==> config.mk <==
export PLATFORM = sky130hd
export DESIGN_NAME = send_on_delta_trigger_flat
export DESIGN_NICKNAME = d
export VERILOG_FILES = /design/src/rtl/sod_pkg.sv /design/src/rtl/sod_in_if.sv /design/src/rtl/sod_out_if.sv /design/src/rtl/sod_front.sv /design/src/rtl/sod_back.sv /design/src/rtl/send_on_delta_trigger.sv /design/src/flat_wrapper.sv
export SDC_FILE = /design/constraint.sdc
export NUM_CORES = 2
export LEC_CHECK = 0
export BUFFER_PORTS_ARGS = -buffer_cell sky130_fd_sc_hd__buf_4
export CAP_MARGIN = 0
export CORE_ASPECT_RATIO = 0.5
export CORE_UTILIZATION = 58
export CTS_CLUSTER_DIAMETER = 50
export CTS_CLUSTER_SIZE = 25
export DETAILED_ROUTE_END_ITERATION = 8
export MAX_ROUTING_LAYER = met4
export PLACE_DENSITY_LB_ADDON = 0.25
export SYNTH_ARGS = -nofsm -noshare
export SYNTH_HDL_FRONTEND = slang
export SYNTH_SLANG_ARGS = --single-unit
==> constraint.sdc <==
create_clock -name i_clk -period 10.85 [get_ports i_clk]
set_input_delay 2.17 -clock i_clk [delete_from_list [all_inputs] [get_ports i_clk]]
set_output_delay 2.17 -clock i_clk [all_outputs]
set_load 0.03 [all_outputs]
==> src/rtl/sod_pkg.sv <==
package sod_pkg;

    localparam int DEFAULT_STATE_COUNT = 8;
    localparam int DEFAULT_SAMPLE_BITS = 16;
    localparam int DEFAULT_TIME_BITS   = 32;

    localparam int IDX_BITS    = 3;
    localparam int DELTA_W     = 19;
    localparam int KIND_W      = 2;
    localparam int GAP_W       = 32;
    localparam int NORM_W      = 35;
    localparam int COUNT_W     = 32;
    localparam int CFG_W       = 32;
    localparam int CFG_IDX_W   = 2;
    localparam int QUEUE_DEPTH = 4;

    localparam logic [NORM_W-1:0]  NORM_CAP  = '1;
    localparam logic [COUNT_W-1:0] COUNT_CAP = '1;

    localparam logic [DELTA_W-1:0] DELTA_RESET = DELTA_W'(256);
    localparam logic [KIND_W-1:0]  KIND_RESET  = '0;
    localparam logic [GAP_W-1:0]   GAP_RESET   = GAP_W'(1000);

    // register indexes
    localparam logic [CFG_IDX_W-1:0] CFG_DELTA = 2'd0;
    localparam logic [CFG_IDX_W-1:0] CFG_KIND  = 2'd1;
    localparam logic [CFG_IDX_W-1:0] CFG_GAP   = 2'd2;

    // norm kinds, anything else acts as chebyshev
    localparam logic [KIND_W-1:0] NORM_CHEB = 2'd0;
    localparam logic [KIND_W-1:0] NORM_L1   = 2'd1;
    localparam logic [KIND_W-1:0] NORM_L2   = 2'd2;

    typedef struct packed {
        logic last;
        logic force_req;
        logic in_range;
    } t_item_ctl;

    typedef struct packed {
        logic [DELTA_W-1:0] delta;
        logic [KIND_W-1:0]  kind;
        logic [GAP_W-1:0]   gap;
    } t_cfg;

endpackage

==> src/rtl/sod_in_if.sv <==
interface sod_in_if #(
    parameter int SAMPLE_BITS = sod_pkg::DEFAULT_SAMPLE_BITS,
    parameter int TIME_BITS   = sod_pkg::DEFAULT_TIME_BITS
);
    import sod_pkg::*;

    logic                          valid;
    logic                          ready;
    logic signed [SAMPLE_BITS-1:0] sample;
    logic [IDX_BITS-1:0]           element_index;
    logic                          last_element;
    logic [TIME_BITS-1:0]          timestamp;
    logic                          force_req;

    modport source (
        output valid, sample, element_index, last_element, timestamp, force_req,
        input  ready
    );
    modport sink (
        input  valid, sample, element_index, last_element, timestamp, force_req,
        output ready
    );
endinterface

==> src/rtl/sod_out_if.sv <==
interface sod_out_if;
    import sod_pkg::*;

    logic               valid;
    logic               ready;
    logic               transmit;
    logic               was_forced;
    logic [NORM_W-1:0]  norm_level;
    logic [COUNT_W-1:0] sent_count;
    logic [COUNT_W-1:0] held_count;

    modport source (
        output valid, transmit, was_forced, norm_level, sent_count, held_count,
        input  ready
    );
    modport sink (
        input  valid, transmit, was_forced, norm_level, sent_count, held_count,
        output ready
    );
endinterface

==> src/rtl/sod_front.sv <==
module sod_front #(
    parameter int STATE_COUNT = sod_pkg::DEFAULT_STATE_COUNT,
    parameter int SAMPLE_BITS = sod_pkg::DEFAULT_SAMPLE_BITS,
    parameter int TIME_BITS   = sod_pkg::DEFAULT_TIME_BITS
) (
    input  logic                           i_clk,
    input  logic                           i_rst_n,
    sod_in_if.sink                         i_in,
    output logic                           o_q_valid,
    input  logic                           i_q_pop,
    output sod_pkg::t_item_ctl             o_q_ctl,
    output logic signed [SAMPLE_BITS-1:0]  o_q_sample,
    output logic [sod_pkg::IDX_BITS-1:0]   o_q_idx,
    output logic [TIME_BITS-1:0]           o_q_time
);
    import sod_pkg::*;

    localparam int QP_W = $clog2(QUEUE_DEPTH);

    t_item_ctl                   r_q_ctl    [QUEUE_DEPTH];
    logic signed [SAMPLE_BITS-1:0] r_q_sample [QUEUE_DEPTH];
    logic [IDX_BITS-1:0]         r_q_idx    [QUEUE_DEPTH];
    logic [TIME_BITS-1:0]        r_q_time   [QUEUE_DEPTH];

    logic [QP_W-1:0] r_wr, r_rd;
    logic [QP_W:0]   r_count, n_count;
    logic            w_push, w_pop;
    t_item_ctl       w_ctl;

    assign i_in.ready = (r_count != (QP_W+1)'(QUEUE_DEPTH));
    assign w_push     = i_in.valid && i_in.ready;
    assign w_pop      = i_q_pop && o_q_valid;

    // classify: out-of-range components only count for their last marker
    always_comb begin
        w_ctl.last      = i_in.last_element;
        w_ctl.force_req = i_in.force_req;
        w_ctl.in_range  = (32'(i_in.element_index) < STATE_COUNT);
    end

    always_comb begin
        n_count = r_count;
        if (w_push && !w_pop) begin
            n_count = r_count + 1'b1;
        end else if (!w_push && w_pop) begin
            n_count = r_count - 1'b1;
        end
    end

    always_ff @(posedge i_clk) begin
        if (!i_rst_n) begin
            r_wr    <= '0;
            r_rd    <= '0;
            r_count <= '0;
        end else begin
            if (w_push) begin
                r_wr <= r_wr + 1'b1;
            end
            if (w_pop) begin
                r_rd <= r_rd + 1'b1;
            end
            r_count <= n_count;
        end
    end

    always_ff @(posedge i_clk) begin
        if (w_push) begin
            r_q_ctl[r_wr]    <= w_ctl;
            r_q_sample[r_wr] <= i_in.sample;
            r_q_idx[r_wr]    <= i_in.element_index;
            r_q_time[r_wr]   <= i_in.timestamp;
        end
    end

    assign o_q_valid  = (r_count != '0);
    assign o_q_ctl    = r_q_ctl[r_rd];
    assign o_q_sample = r_q_sample[r_rd];
    assign o_q_idx    = r_q_idx[r_rd];
    assign o_q_time   = r_q_time[r_rd];

endmodule

==> src/rtl/sod_back.sv <==
module sod_back #(
    parameter int STATE_COUNT = sod_pkg::DEFAULT_STATE_COUNT,
    parameter int SAMPLE_BITS = sod_pkg::DEFAULT_SAMPLE_BITS,
    parameter int TIME_BITS   = sod_pkg::DEFAULT_TIME_BITS
) (
    input  logic                           i_clk,
    input  logic                           i_rst_n,
    input  sod_pkg::t_cfg                  i_cfg,
    input  logic                           i_q_valid,
    output logic                           o_q_pop,
    input  sod_pkg::t_item_ctl             i_q_ctl,
    input  logic signed [SAMPLE_BITS-1:0]  i_q_sample,
    input  logic [sod_pkg::IDX_BITS-1:0]   i_q_idx,
    input  logic [TIME_BITS-1:0]           i_q_time,
    sod_out_if.source                      o_out
);
    import sod_pkg::*;

    localparam int IDX_W  = (STATE_COUNT > 1) ? $clog2(STATE_COUNT) : 1;
    localparam int MAG_W  = SAMPLE_BITS + 1;
    localparam int TERM_W = 2 * MAG_W;
    localparam int SUM_W  = ((TERM_W > NORM_W) ? TERM_W : NORM_W) + 1;
    localparam int LIM_W  = 2 * DELTA_W;
    localparam int GCMP_W = (TIME_BITS > GAP_W) ? TIME_BITS : GAP_W;

    // reference and pending vectors
    logic signed [SAMPLE_BITS-1:0] r_ref  [STATE_COUNT];
    logic signed [SAMPLE_BITS-1:0] r_pend [STATE_COUNT];
    logic signed [SAMPLE_BITS-1:0] n_pend [STATE_COUNT];
    logic [STATE_COUNT-1:0]        r_mask, n_mask;

    logic [NORM_W-1:0]    r_acc, r_held, n_acc;
    logic [TIME_BITS-1:0] r_last_time;
    logic                 r_have_sent;
    logic [COUNT_W-1:0]   r_sent, r_held_cnt, n_sent, n_held_cnt;
    logic [LIM_W-1:0]     r_limit_sq;

    // stage 1: difference and square
    logic                          r_s1_v;
    t_item_ctl                     r_s1_ctl;
    logic signed [SAMPLE_BITS-1:0] r_s1_sample;
    logic [IDX_W-1:0]              r_s1_idx;
    logic [TIME_BITS-1:0]          r_s1_time;

    // stage 2: fold and decide
    logic                          r_s2_v;
    t_item_ctl                     r_s2_ctl;
    logic signed [SAMPLE_BITS-1:0] r_s2_sample;
    logic [IDX_W-1:0]              r_s2_idx;
    logic [TIME_BITS-1:0]          r_s2_time;
    logic [MAG_W-1:0]              r_s2_mag;
    logic [TERM_W-1:0]             r_s2_sq;

    logic                 r_out_v;
    logic                 r_out_tx, r_out_forced;
    logic [NORM_W-1:0]    r_out_norm;
    logic [COUNT_W-1:0]   r_out_sent, r_out_held;

    logic                          w_out_free, w_s2_go, w_s1_go;
    logic signed [SAMPLE_BITS-1:0] w_ref;
    logic signed [MAG_W-1:0]       w_diff;
    logic [MAG_W-1:0]              w_mag;
    logic [TERM_W-1:0]             w_sq;
    logic [SUM_W-1:0]              w_sum;
    logic [TIME_BITS-1:0]          w_elapsed;
    logic                          w_gap_hit, w_eval, w_send;
    logic [LIM_W-1:0]              w_limit;

    assign w_out_free = !r_out_v || o_out.ready;
    assign w_s2_go    = r_s2_v && (!r_s2_ctl.last || w_out_free);
    // a component behind a decision waits in stage 1 until the decision has left stage 2 and updated the reference
    assign w_s1_go    = r_s1_v && (!r_s2_v || (w_s2_go && !r_s2_ctl.last));
    assign o_q_pop    = i_q_valid && (!r_s1_v || w_s1_go);

    // stage 1 datapath
    assign w_ref  = r_s1_ctl.in_range ? r_ref[r_s1_idx] : '0;
    assign w_diff = MAG_W'(r_s1_sample) - MAG_W'(w_ref);
    assign w_mag  = w_diff[MAG_W-1] ? MAG_W'(-w_diff) : MAG_W'(w_diff);
    assign w_sq   = TERM_W'(w_mag) * TERM_W'(w_mag);

    always_ff @(posedge i_clk) begin
        r_limit_sq <= LIM_W'(i_cfg.delta) * LIM_W'(i_cfg.delta);
    end

    // stage 2: fold the component into the running norm
    always_comb begin
        w_sum = '0;
        n_acc = r_acc;
        if (r_s2_ctl.in_range) begin
            case (i_cfg.kind)
                NORM_L1: begin
                    w_sum = SUM_W'(r_acc) + SUM_W'(r_s2_mag);
                    n_acc = (w_sum > SUM_W'(NORM_CAP)) ? NORM_CAP : NORM_W'(w_sum);
                end
                NORM_L2: begin
                    w_sum = SUM_W'(r_acc) + SUM_W'(r_s2_sq);
                    n_acc = (w_sum > SUM_W'(NORM_CAP)) ? NORM_CAP : NORM_W'(w_sum);
                end
                default: begin
                    w_sum = SUM_W'(r_s2_mag);
                    if (w_sum > SUM_W'(r_acc)) begin
                        n_acc = (w_sum > SUM_W'(NORM_CAP)) ? NORM_CAP : NORM_W'(w_sum);
                    end
                end
            endcase
        end
    end

    always_comb begin
        n_mask = r_mask;
        for (int i = 0; i < STATE_COUNT; i++) begin
            n_pend[i] = r_pend[i];
            if (r_s2_ctl.in_range && (r_s2_idx == IDX_W'(i))) begin
                n_pend[i] = r_s2_sample;
                n_mask[i] = 1'b1;
            end
        end
    end

    // decision on the last component
    assign w_elapsed = r_s2_time - r_last_time;
    assign w_gap_hit = r_have_sent && (GCMP_W'(w_elapsed) < GCMP_W'(i_cfg.gap));
    assign w_eval    = !r_s2_ctl.force_req && !w_gap_hit;
    assign w_limit   = (i_cfg.kind == NORM_L2) ? r_limit_sq : LIM_W'(i_cfg.delta);
    assign w_send    = r_s2_ctl.force_req || (w_eval && (LIM_W'(n_acc) > w_limit));
    assign n_sent    = (w_send && (r_sent != COUNT_CAP)) ? r_sent + 1'b1 : r_sent;
    assign n_held_cnt = (!w_send && (r_held_cnt != COUNT_CAP)) ?
                        r_held_cnt + 1'b1 : r_held_cnt;

    always_ff @(posedge i_clk) begin
        if (!i_rst_n) begin
            r_s1_v <= 1'b0;
            r_s2_v <= 1'b0;
        end else begin
            if (o_q_pop) begin
                r_s1_v <= 1'b1;
            end else if (w_s1_go) begin
                r_s1_v <= 1'b0;
            end
            if (w_s1_go) begin
                r_s2_v <= 1'b1;
            end else if (w_s2_go) begin
                r_s2_v <= 1'b0;
            end
        end
    end

    always_ff @(posedge i_clk) begin
        if (o_q_pop) begin
            r_s1_ctl    <= i_q_ctl;
            r_s1_sample <= i_q_sample;
            r_s1_idx    <= IDX_W'(i_q_idx);
            r_s1_time   <= i_q_time;
        end
        if (w_s1_go) begin
            r_s2_ctl    <= r_s1_ctl;
            r_s2_sample <= r_s1_sample;
            r_s2_idx    <= r_s1_idx;
            r_s2_time   <= r_s1_time;
            r_s2_mag    <= w_mag;
            r_s2_sq     <= w_sq;
        end
        if (w_s2_go) begin
            r_pend <= n_pend;
        end
    end

    always_ff @(posedge i_clk) begin
        if (!i_rst_n) begin
            for (int i = 0; i < STATE_COUNT; i++) begin
                r_ref[i] <= '0;
            end
            r_mask      <= '0;
            r_acc       <= '0;
            r_held      <= '0;
            r_last_time <= '0;
            r_have_sent <= 1'b0;
            r_sent      <= '0;
            r_held_cnt  <= '0;
        end else if (w_s2_go) begin
            if (!r_s2_ctl.last) begin
                r_acc  <= n_acc;
                r_mask <= n_mask;
            end else begin
                r_acc  <= '0;
                r_mask <= '0;
                if (w_eval) begin
                    r_held <= n_acc;
                end
                if (w_send) begin
                    for (int i = 0; i < STATE_COUNT; i++) begin
                        if (n_mask[i]) begin
                            r_ref[i] <= n_pend[i];
                        end
                    end
                    r_last_time <= r_s2_time;
                    r_have_sent <= 1'b1;
                end
                r_sent     <= n_sent;
                r_held_cnt <= n_held_cnt;
            end
        end
    end

    // result register
    always_ff @(posedge i_clk) begin
        if (!i_rst_n) begin
            r_out_v <= 1'b0;
        end else if (w_s2_go && r_s2_ctl.last) begin
            r_out_v <= 1'b1;
        end else if (o_out.ready) begin
            r_out_v <= 1'b0;
        end
    end

    always_ff @(posedge i_clk) begin
        if (w_s2_go && r_s2_ctl.last) begin
            r_out_tx     <= w_send;
            r_out_forced <= r_s2_ctl.force_req;
            r_out_norm   <= w_eval ? n_acc : r_held;
            r_out_sent   <= n_sent;
            r_out_held   <= n_held_cnt;
        end
    end

    assign o_out.valid      = r_out_v;
    assign o_out.transmit   = r_out_tx;
    assign o_out.was_forced = r_out_forced;
    assign o_out.norm_level = r_out_norm;
    assign o_out.sent_count = r_out_sent;
    assign o_out.held_count = r_out_held;

endmodule

==> src/rtl/send_on_delta_trigger.sv <==
// path: from input transfer to result valid through the queue, difference and decision stages into the result register
// throughput: one component per cycle unless a last component is held by a stalled result register; the next
// component waits in stage 1 until a decision has left stage 2, since it needs the updated reference vector
// reset: synchronous active-low i_rst_n clears the reference vector, norm, counters
// and config to reset values; no clearing pass
module send_on_delta_trigger #(
    parameter int STATE_COUNT = sod_pkg::DEFAULT_STATE_COUNT,
    parameter int SAMPLE_BITS = sod_pkg::DEFAULT_SAMPLE_BITS,
    parameter int TIME_BITS   = sod_pkg::DEFAULT_TIME_BITS
) (
    input  logic                            i_clk,
    input  logic                            i_rst_n,
    input  logic                            i_cfg_we,
    input  logic [sod_pkg::CFG_IDX_W-1:0]   i_cfg_idx,
    input  logic [sod_pkg::CFG_W-1:0]       i_cfg_data,
    sod_in_if.sink                          i_in,
    sod_out_if.source                       o_out
);
    import sod_pkg::*;

    t_cfg r_cfg;

    logic                          w_q_valid, w_q_pop;
    t_item_ctl                     w_q_ctl;
    logic signed [SAMPLE_BITS-1:0] w_q_sample;
    logic [IDX_BITS-1:0]           w_q_idx;
    logic [TIME_BITS-1:0]          w_q_time;

    always_ff @(posedge i_clk) begin
        if (!i_rst_n) begin
            r_cfg.delta <= DELTA_RESET;
            r_cfg.kind  <= KIND_RESET;
            r_cfg.gap   <= GAP_RESET;
        end else if (i_cfg_we) begin
            case (i_cfg_idx)
                CFG_DELTA: r_cfg.delta <= i_cfg_data[DELTA_W-1:0];
                CFG_KIND:  r_cfg.kind  <= i_cfg_data[KIND_W-1:0];
                CFG_GAP:   r_cfg.gap   <= i_cfg_data[GAP_W-1:0];
                default: begin
                end
            endcase
        end
    end

    sod_front #(
        .STATE_COUNT(STATE_COUNT),
        .SAMPLE_BITS(SAMPLE_BITS),
        .TIME_BITS  (TIME_BITS)
    ) u_front (
        .i_clk     (i_clk),
        .i_rst_n   (i_rst_n),
        .i_in      (i_in),
        .o_q_valid (w_q_valid),
        .i_q_pop   (w_q_pop),
        .o_q_ctl   (w_q_ctl),
        .o_q_sample(w_q_sample),
        .o_q_idx   (w_q_idx),
        .o_q_time  (w_q_time)
    );

    sod_back #(
        .STATE_COUNT(STATE_COUNT),
        .SAMPLE_BITS(SAMPLE_BITS),
        .TIME_BITS  (TIME_BITS)
    ) u_back (
        .i_clk     (i_clk),
        .i_rst_n   (i_rst_n),
        .i_cfg     (r_cfg),
        .i_q_valid (w_q_valid),
        .o_q_pop   (w_q_pop),
        .i_q_ctl   (w_q_ctl),
        .i_q_sample(w_q_sample),
        .i_q_idx   (w_q_idx),
        .i_q_time  (w_q_time),
        .o_out     (o_out)
    );

endmodule

==> src/flat_wrapper.sv <==
// flat-port wrapper written by rule: the top's interface ports become plain ports
module send_on_delta_trigger_flat import sod_pkg::*;
#(
    parameter int STATE_COUNT = sod_pkg::DEFAULT_STATE_COUNT,
    parameter int SAMPLE_BITS = sod_pkg::DEFAULT_SAMPLE_BITS,
    parameter int TIME_BITS   = sod_pkg::DEFAULT_TIME_BITS
)
  (i_clk, i_rst_n, i_cfg_we, i_cfg_idx, i_cfg_data, i_in_valid, i_in_sample, i_in_element_index, i_in_last_element, i_in_timestamp, i_in_force_req, i_in_ready, o_out_valid, o_out_transmit, o_out_was_forced, o_out_norm_level, o_out_sent_count, o_out_held_count, o_out_ready);
  sod_in_if #(.SAMPLE_BITS(SAMPLE_BITS), .TIME_BITS(TIME_BITS)) i_in_i ();
  sod_out_if o_out_i ();
  input  logic i_clk;
  input  logic i_rst_n;
  input  logic i_cfg_we;
  input  logic [sod_pkg::CFG_IDX_W-1:0] i_cfg_idx;
  input  logic [sod_pkg::CFG_W-1:0] i_cfg_data;
  input wire logic [$bits(i_in_i.valid)-1:0] i_in_valid;
  input wire logic [$bits(i_in_i.sample)-1:0] i_in_sample;
  input wire logic [$bits(i_in_i.element_index)-1:0] i_in_element_index;
  input wire logic [$bits(i_in_i.last_element)-1:0] i_in_last_element;
  input wire logic [$bits(i_in_i.timestamp)-1:0] i_in_timestamp;
  input wire logic [$bits(i_in_i.force_req)-1:0] i_in_force_req;
  output wire logic [$bits(i_in_i.ready)-1:0] i_in_ready;
  output wire logic [$bits(o_out_i.valid)-1:0] o_out_valid;
  output wire logic [$bits(o_out_i.transmit)-1:0] o_out_transmit;
  output wire logic [$bits(o_out_i.was_forced)-1:0] o_out_was_forced;
  output wire logic [$bits(o_out_i.norm_level)-1:0] o_out_norm_level;
  output wire logic [$bits(o_out_i.sent_count)-1:0] o_out_sent_count;
  output wire logic [$bits(o_out_i.held_count)-1:0] o_out_held_count;
  input wire logic [$bits(o_out_i.ready)-1:0] o_out_ready;
  assign i_in_i.valid = i_in_valid;
  assign i_in_i.sample = i_in_sample;
  assign i_in_i.element_index = i_in_element_index;
  assign i_in_i.last_element = i_in_last_element;
  assign i_in_i.timestamp = i_in_timestamp;
  assign i_in_i.force_req = i_in_force_req;
  assign i_in_ready = i_in_i.ready;
  assign o_out_valid = o_out_i.valid;
  assign o_out_transmit = o_out_i.transmit;
  assign o_out_was_forced = o_out_i.was_forced;
  assign o_out_norm_level = o_out_i.norm_level;
  assign o_out_sent_count = o_out_i.sent_count;
  assign o_out_held_count = o_out_i.held_count;
  assign o_out_i.ready = o_out_ready;
  send_on_delta_trigger #(.STATE_COUNT(STATE_COUNT), .SAMPLE_BITS(SAMPLE_BITS), .TIME_BITS(TIME_BITS)) u_core (.i_clk(i_clk), .i_rst_n(i_rst_n), .i_cfg_we(i_cfg_we), .i_cfg_idx(i_cfg_idx), .i_cfg_data(i_cfg_data), .i_in(i_in_i), .o_out(o_out_i));
endmodule
Yosys cells after proc, flatten, opt, wreduce, memory -nomap -nowiden
Memories as Yosys holds them, arrays and structs flattened. A register that Yosys moved wholly into a read port is not among the register bits.
Index checks and enable logic that the tools add are counted.
{"block": "totals", "register_bits": 611, "memories": 5, "out_inout_bits": 103, "ram_bits": 340, "elab_cells": 228, "input_bits": 92}
{"block": "op_classes", "n_mul": 2, "bitwise_logic": 8, "n_addsub": 11, "eq_ne": 14, "mux": 96, "order_cmp": 5, "n_reduce_logical": 48}
{"memory": "u_core.u_back.r_ref", "words": 8, "word_bits": 16, "read_ports": 1, "rd_ports_with_merged_regs": 0, "wr": 8, "line": "sod_back.sv:27", "text": "logic signed [SAMPLE_BITS-1:0] r_ref [STATE_COUNT];"}
{"memory": "u_core.u_front.r_q_time", "words": 4, "word_bits": 32, "read_ports": 1, "rd_ports_with_merged_regs": 1, "wr": 1, "line": "sod_front.sv:23", "text": "logic [TIME_BITS-1:0] r_q_time [QUEUE_DEPTH];"}
{"memory": "u_core.u_front.r_q_sample", "words": 4, "word_bits": 16, "read_ports": 1, "rd_ports_with_merged_regs": 1, "wr": 1, "line": "sod_front.sv:21", "text": "logic signed [SAMPLE_BITS-1:0] r_q_sample [QUEUE_DEPTH];"}
{"memory": "u_core.u_front.r_q_idx", "words": 4, "word_bits": 3, "read_ports": 1, "rd_ports_with_merged_regs": 1, "wr": 1, "line": "sod_front.sv:22", "text": "logic [IDX_BITS-1:0] r_q_idx [QUEUE_DEPTH];"}
{"memory": "u_core.u_front.r_q_ctl", "words": 4, "word_bits": 2, "read_ports": 1, "rd_ports_with_merged_regs": 1, "wr": 1, "line": "sod_front.sv:20", "text": "t_item_ctl r_q_ctl [QUEUE_DEPTH];"}
{"cell": "16-bit 2-to-1 mux", "n": 17}
{"cell": "35-bit 2-to-1 mux", "n": 6}
{"cell": "36-bit by 35-bit greater-than comparator with 1-bit output (second input constant)", "n": 2}
{"cell": "35-bit one-hot mux with 2 select lines", "n": 1}
{"cell": "1-bit 2-to-1 mux", "n": 65}
{"cell": "32-bit by 1-bit adder with 32-bit output (second input constant)", "n": 2}
{"cell": "32-bit 2-to-1 mux", "n": 2}
{"cell": "32-bit inequality test (second input constant)", "n": 2}
{"cell": "35-bit by 38-bit greater-than comparator with 1-bit output", "n": 1}
{"cell": "19-bit by 19-bit multiplier with 38-bit output", "n": 1}
{"cell": "38-bit 2-to-1 mux", "n": 1}
{"cell": "35-bit by 17-bit adder with 36-bit output", "n": 1}
{"cell": "35-bit by 34-bit adder with 36-bit output", "n": 1}
{"cell": "17-bit by 35-bit greater-than comparator with 1-bit output", "n": 1}
{"cell": "17-bit by 17-bit multiplier with 34-bit output", "n": 1}
{"cell": "32-bit less-than comparator", "n": 1}
{"cell": "32-bit subtractor", "n": 1}
{"cell": "1-bit logical AND", "n": 22}
{"cell": "17-bit 2-to-1 mux", "n": 1}
{"cell": "17-bit negation", "n": 1}
{"cell": "16-bit by 16-bit subtractor with 17-bit output", "n": 1}
{"cell": "3-bit equality test (second input constant)", "n": 4}
{"cell": "1-bit logical NOT", "n": 9}
{"cell": "8-bit 2-to-1 mux", "n": 1}
{"cell": "17 further kinds", "n": 39}

Logic depth before layout (Yosys ltp)
{"block": "logic_depth", "depth_word": 14, "mapped_depth": 41, "depth_no_buf": 39}

Hierarchy
Synthesis repeated with hierarchy kept, for this count alone.
{"block": "hier_totals", "hier_cells": 6038, "area_unflattened_um2": 66060.9}
{"module": "sod_back", "area_each_um2": 55697.2, "seq_area_each_um2": 19799.0, "cells_each": 5494, "instances": 1}
{"module": "sod_front", "area_each_um2": 8217.9, "seq_area_each_um2": 6546.3, "cells_each": 327, "instances": 1}
{"module": "send_on_delta_trigger", "area_each_um2": 2145.8, "seq_area_each_um2": 1061.0, "cells_each": 217, "instances": 1}

Least setup slack after synthesis
No wires, ideal clock.
{"block": "synth_path", "kind": "register -> register", "start": "reg u_core.u_back.r_s1_idx[0], read port of u_core.u_front.r_q_idx", "end": "reg u_core.u_back.r_s2_sq[31], data pin", "setup_ns": 0.258, "path_buffers": 4, "path_slack_ns": 0.749, "path_stages_with_launch": 39, "required_ns": 10.592, "arrival_ns": 9.844, "synth_period_minus_slack_ns": 10.101, "cell_sequence": "edfxtp_1 > clkbuf_1 > buf_1 > mux4_2 > mux2i_1 > ha_1 > a211o_1 > and4_4 > a21oi_1 > o21ai_1 > o311ai_1 > a31o_2 > clkbuf_1 > o21ai_0 > xor2_1 > inv_1 > clkbuf_1 > nand2_1 > [... 3 more ...] > fa_1 > fa_1 > inv_1 > fa_1 > inv_1 > fa_1 > ha_1 > or3_1 > or3b_2 > o211ai_1 > o31ai_1 > and4_1 > nor4_1 > o31ai_1 > o21a_1 > o21a_1 > nor2_1 > xnor2_1"}
{"block": "synth_between", "elab_chain_len": 6}
{"item": "from (decl)", "line": "sod_back.sv:42", "text": "logic [IDX_W-1:0] r_s1_idx;"}
{"item": "memory 8 x 16 bit *"}
{"item": "16-bit 2-to-1 mux *", "line": "sod_back.sv:76", "text": "assign w_ref = r_s1_ctl.in_range ? r_ref[r_s1_idx] : '0;"}
{"item": "16-bit by 16-bit subtractor with 17-bit output *", "line": "sod_back.sv:77", "text": "assign w_diff = MAG_W'(r_s1_sample) - MAG_W'(w_ref);"}
{"item": "17-bit negation", "line": "sod_back.sv:78", "text": "assign w_mag = w_diff[MAG_W-1] ? MAG_W'(-w_diff) : MAG_W'(w_diff);"}
{"item": "17-bit 2-to-1 mux *", "line": "sod_back.sv:78"}
{"item": "via u_core.u_back.w_mag[9]", "line": "sod_back.sv:62", "text": "logic [MAG_W-1:0] w_mag;"}
{"item": "17-bit by 17-bit multiplier with 34-bit output *", "line": "sod_back.sv:79", "text": "assign w_sq = TERM_W'(w_mag) * TERM_W'(w_mag);"}
{"item": "via u_core.u_back.w_sq[31]", "line": "sod_back.sv:63", "text": "logic [TERM_W-1:0] w_sq;"}
{"item": "to (signal assigned)", "line": "sod_back.sv:161", "text": "r_s2_sq <= w_sq;"}
{"item": "to (decl)", "line": "sod_back.sv:52", "text": "logic [TERM_W-1:0] r_s2_sq;"}
Mark *: on every way through the listed nets, which the timed path passes. The rest lies on a longest branch.
A chain may end at the register's enable or synchronous reset.

Worst setup path in the final report
{"block": "layout_path", "start": "reg u_core.u_back.r_s1_idx[0], read port of u_core.u_front.r_q_idx", "end": "reg u_core.u_back.r_s2_sq[31], data pin"}
{"block": "layout_between", "elab_chain_len": 6}
{"item": "memory 8 x 16 bit *"}
{"item": "16-bit 2-to-1 mux *", "line": "sod_back.sv:76"}
{"item": "16-bit by 16-bit subtractor with 17-bit output *", "line": "sod_back.sv:77"}
{"item": "17-bit negation", "line": "sod_back.sv:78"}
{"item": "17-bit 2-to-1 mux *", "line": "sod_back.sv:78"}
{"item": "17-bit by 17-bit multiplier with 34-bit output *", "line": "sod_back.sv:79"}
{"item": "via u_core.u_back.w_sq[31]", "line": "sod_back.sv:63"}
Marks and branches as above.

==> metrics.cfg <==
[clocking]
clock_path_buffers = 3
hold_buffers = 0
cts_buffers = 60
cts.sinks = 999
cts_tree = built
clk_pin_slew_ns = 0.10
htree_levels = 2
cts_root_buffer = clkbuf_16
clk_latency_ns = 0.70

[grt]
antenna_found_initial = 3
grt_pass1_vias = 44300
gr-total-overflow = 0
grt_max_degree = 90
grt_usage_pct = 29.6
grt_pass1_wl_um = 251000

[critical_path]
critical_path.max_fanout = 23
timing.rr.end = u_core.u_back.r_s2_sq[31]$_DFFE_PP_
cpPeakStageDelay_ns = 0.54
arrival_ns = 10.77
cp.required_ns = 11.31
reg2reg_depth = 36
cp_top_family = adder cells
critical_path.endpoint_type = register
cpMostUsedCell = fa_1
critical_path_buf_inv_count = 6
startpoint_type = register
cpMaxStageDelayCell = fa_1
regToRegSetupSlack_ns = 0.54
path_class = reg -> reg
rr_startpoint = u_core.u_back.r_s1_idx[0]$_DFFE_PP_

[timing]
max_freq_ghz = 0.0970
relSlewSlack_pct = 10.8
fin_crit_ns = 10.31
rsz0062_at_grt = false
worstMarginPinSlew_ns = 1.33
finalHoldViolCount = 0
fin_setup_tns_ns = 0
fin_crit_sh_pct = 95.0
maxSlewViolCount = 0
finClkSkew_ns = 0.0529
finalSetupViolCount = 0

[synth]
synth_warnings = 0
synthCells = 5845
yosysTopAreaCell = edfxtp_1
yosysMostFrequentCell = inv_1
synth_edf_count = 724
synth.avg_cell_area_um2 = 11.0
syn-cell-area_mm2 = 0.0643
synth.distinct_cells = 97
async_reset_ff_share_pct = 0
yosys_register_bits = 999
synthFlopType = edfxtp_1
ys_seq_area_share_pct = 42.4
yosys-top-cells-area = edfxtp_1 34%, fa_1 14%, dfxtp_1 8.6%
synth_common_cells = 732 x inv_1, 724 x edfxtp_1, 609 x nand2_1
synth_top_area_share_pct = 33.8

[routing]
routed_wl_um = 159000
drc = 0
drt_iter0_markers = 3705
via_per_inst = 5.79
ant_nets = 0
num_vias = 43500
wl_per_cell_um = 21.2
drt_pass1_iterations = 8

[min_path]
hp-class = reg -> reg
hold_depth = 0
hold_start = u_core.u_back.r_s1_time[16]$_DFFE_PP_
hold_end = u_core.u_back.r_s2_time[16]$_DFFE_PP_

[status]
status = completed

[floorplanning]
core-area_mm2 = 0.109
fp.dieArea_mm2 = 0.112
start_util_pct = 59.2
rows = 85
die_h_um = 237
die_w_um = 473
io_pins = 195

[cells_and_area]
drive_gt1_share_pct = 10.9
nFillCells = 8464
fin_nets = 6936
area_growth_pct = 8.53

[place]
portBuffers = 194
hpwl_um = 118000
place.gp.congestion = 0.953

[job]
maxCapViolations = 0

-- per-stage QoR --
step	instance area (µm²)	hold WS (ns)	util, %	worst slack [ns]	instances
after floorplan	64300	0.383	-	0.749	5855
after global placement	67600	0.405	62.2	0.511	7396
after detailed placement	67600	0.405	62.2	0.301	7396
after CTS	69700	0.405	64.1	0.250	7508
after global routing	69800	0.421	64.2	0.0802	7515
final	69800	0.416	64.2	0.540	7518
-- worst max path at each step --
stage | start | to | slack (ns) | cells after the start
6_report | u_core.u_back.r_s1_idx[0]$_DFFE_PP_ | u_core.u_back.r_s2_sq[31]$_DFFE_PP_ | 0.54 | 36
5_1_grt | u_core.u_back.r_s1_idx[0]$_DFFE_PP_ | u_core.u_back.r_s2_sq[31]$_DFFE_PP_ | 0.08 | 36
4_1_cts | u_core.u_back.r_s1_idx[0]$_DFFE_PP_ | u_core.u_back.r_s2_sq[26]$_DFFE_PP_ | 0.25 | 34
3_5_place_dp | u_core.u_back.r_s1_idx[0]$_DFFE_PP_ | u_core.u_back.r_s2_sq[26]$_DFFE_PP_ | 0.30 | 35
3_3_place_gp | u_core.u_back.r_s1_idx[0]$_DFFE_PP_ | u_core.u_back.r_s2_sq[26]$_DFFE_PP_ | 0.51 | 34
2_1_floorplan | u_core.u_back.r_s1_idx[0]$_DFFE_PP_ | u_core.u_back.r_s2_sq[31]$_DFFE_PP_ | 0.75 | 38
-- per-layer routing --
metal	vias to the layer above	global-route usage, %	share of wire [%]
met5	-	-	0
met4	0	6.45	2.2
met3	226	3.74	6.0
met2	1325	47.0	47
met1	21800	40.9	45
li1	20200	-	-
-- layout make-up --
| class | instances | area, µm² | area share (%) |
|---|---|---|---|
| inverters | 739 | 2780 | 3.99 |
| well taps | 1479 | 1850 | 2.65 |
| multi-input cells | 3892 | 33500 | 48.1 |
| clock buffers | 82 | 1650 | 2.36 |
| diodes | 4 | 10.0 | 0.0143 |
| repair buffers | 293 | 2220 | 3.19 |
| clock inverters | 30 | 479 | 0.687 |
| flip-flops and latches | 999 | 27300 | 39.0 |
-- flip-flops by register name, indices dropped and copies added, names as in the netlist, 37 cells and up --
signal	count
u_core.u_front.r_q_time	128
u_core.u_back.r_ref	128
u_core.u_back.r_pend	128
u_core.u_back.r_limit_sq	37
u_core.u_front.r_q_sample	64
u_core.r_cfg	53
-- repair_timing --
action,in CTS,in global routing
setup buffers,0,6
endpoints found under the setup margin,0,6
resized for setup,0,1
-- cells in the final DEF (no fill, tap or decap), types with 13 or more instances in the layout --
master | netlist | layout
nand2_1 | 609 | 609
nand4_1 | 61 | 61
a31oi_1 | 22 | 21
o21ai_1 | 11 | 17
a22o_1 | 28 | 28
inv_1 | 732 | 730
nor4_1 | 20 | 20
nor3_1 | 62 | 60
buf_4 | 0 | 291
o21ai_0 | 158 | 151
ha_1 | 415 | 414
or2_2 | 13 | 13
edfxtp_1 | 724 | 724
xnor2_1 | 184 | 184
clkbuf_1 | 197 | 19
fa_1 | 444 | 444
nand3_1 | 108 | 108
or3_1 | 14 | 14
a211oi_1 | 25 | 24
nor2_1 | 378 | 375
a21o_1 | 77 | 77
o21a_1 | 35 | 34
and3_1 | 52 | 48
o31ai_1 | 20 | 20
dfxtp_1 | 275 | 273
mux2_2 | 119 | 119
a21oi_1 | 280 | 280
o21bai_1 | 19 | 19
mux4_2 | 85 | 85
mux2i_1 | 59 | 59
xor2_1 | 100 | 100
clkbuf_16 | 0 | 63
and2_1 | 237 | 237
o211ai_1 | 17 | 17
nor2b_1 | 35 | 35
nand2b_1 | 29 | 29
-- worst reg2reg max path: cells and delay by family, from the launching register on --
kind                       cells  cell delay, ns
DFF                            1            0.39
adders and majority gates      8            3.41
muxes                          2            0.81
buffers and inverters          6            0.87
xor gates and xnor gates       2            0.43
and+or+nand+nor                8            2.05
AOI/OAI and AO/OA             10            2.15
-- kinds of logic (layout without fill, tap and decap cells) --
group | after synthesis | in the layout | share of synthesized area, %
DFF | 999 | 999 | 42.4
muxes | 263 | 263 | 5.98
xor gates and xnor gates | 287 | 287 | 3.94
AOI/OAI and AO/OA | 807 | 807 | 7.96
other | 2 | 16 | 0.0117
buffers and inverters | 964 | 1144 | 5.65
adders and majority gates | 859 | 859 | 21.9
and+or+nand+nor | 1664 | 1664 | 12.2
Power is not shown: default switching activity piles up to over one toggle a cycle in this logic, so the estimate is an artifact.
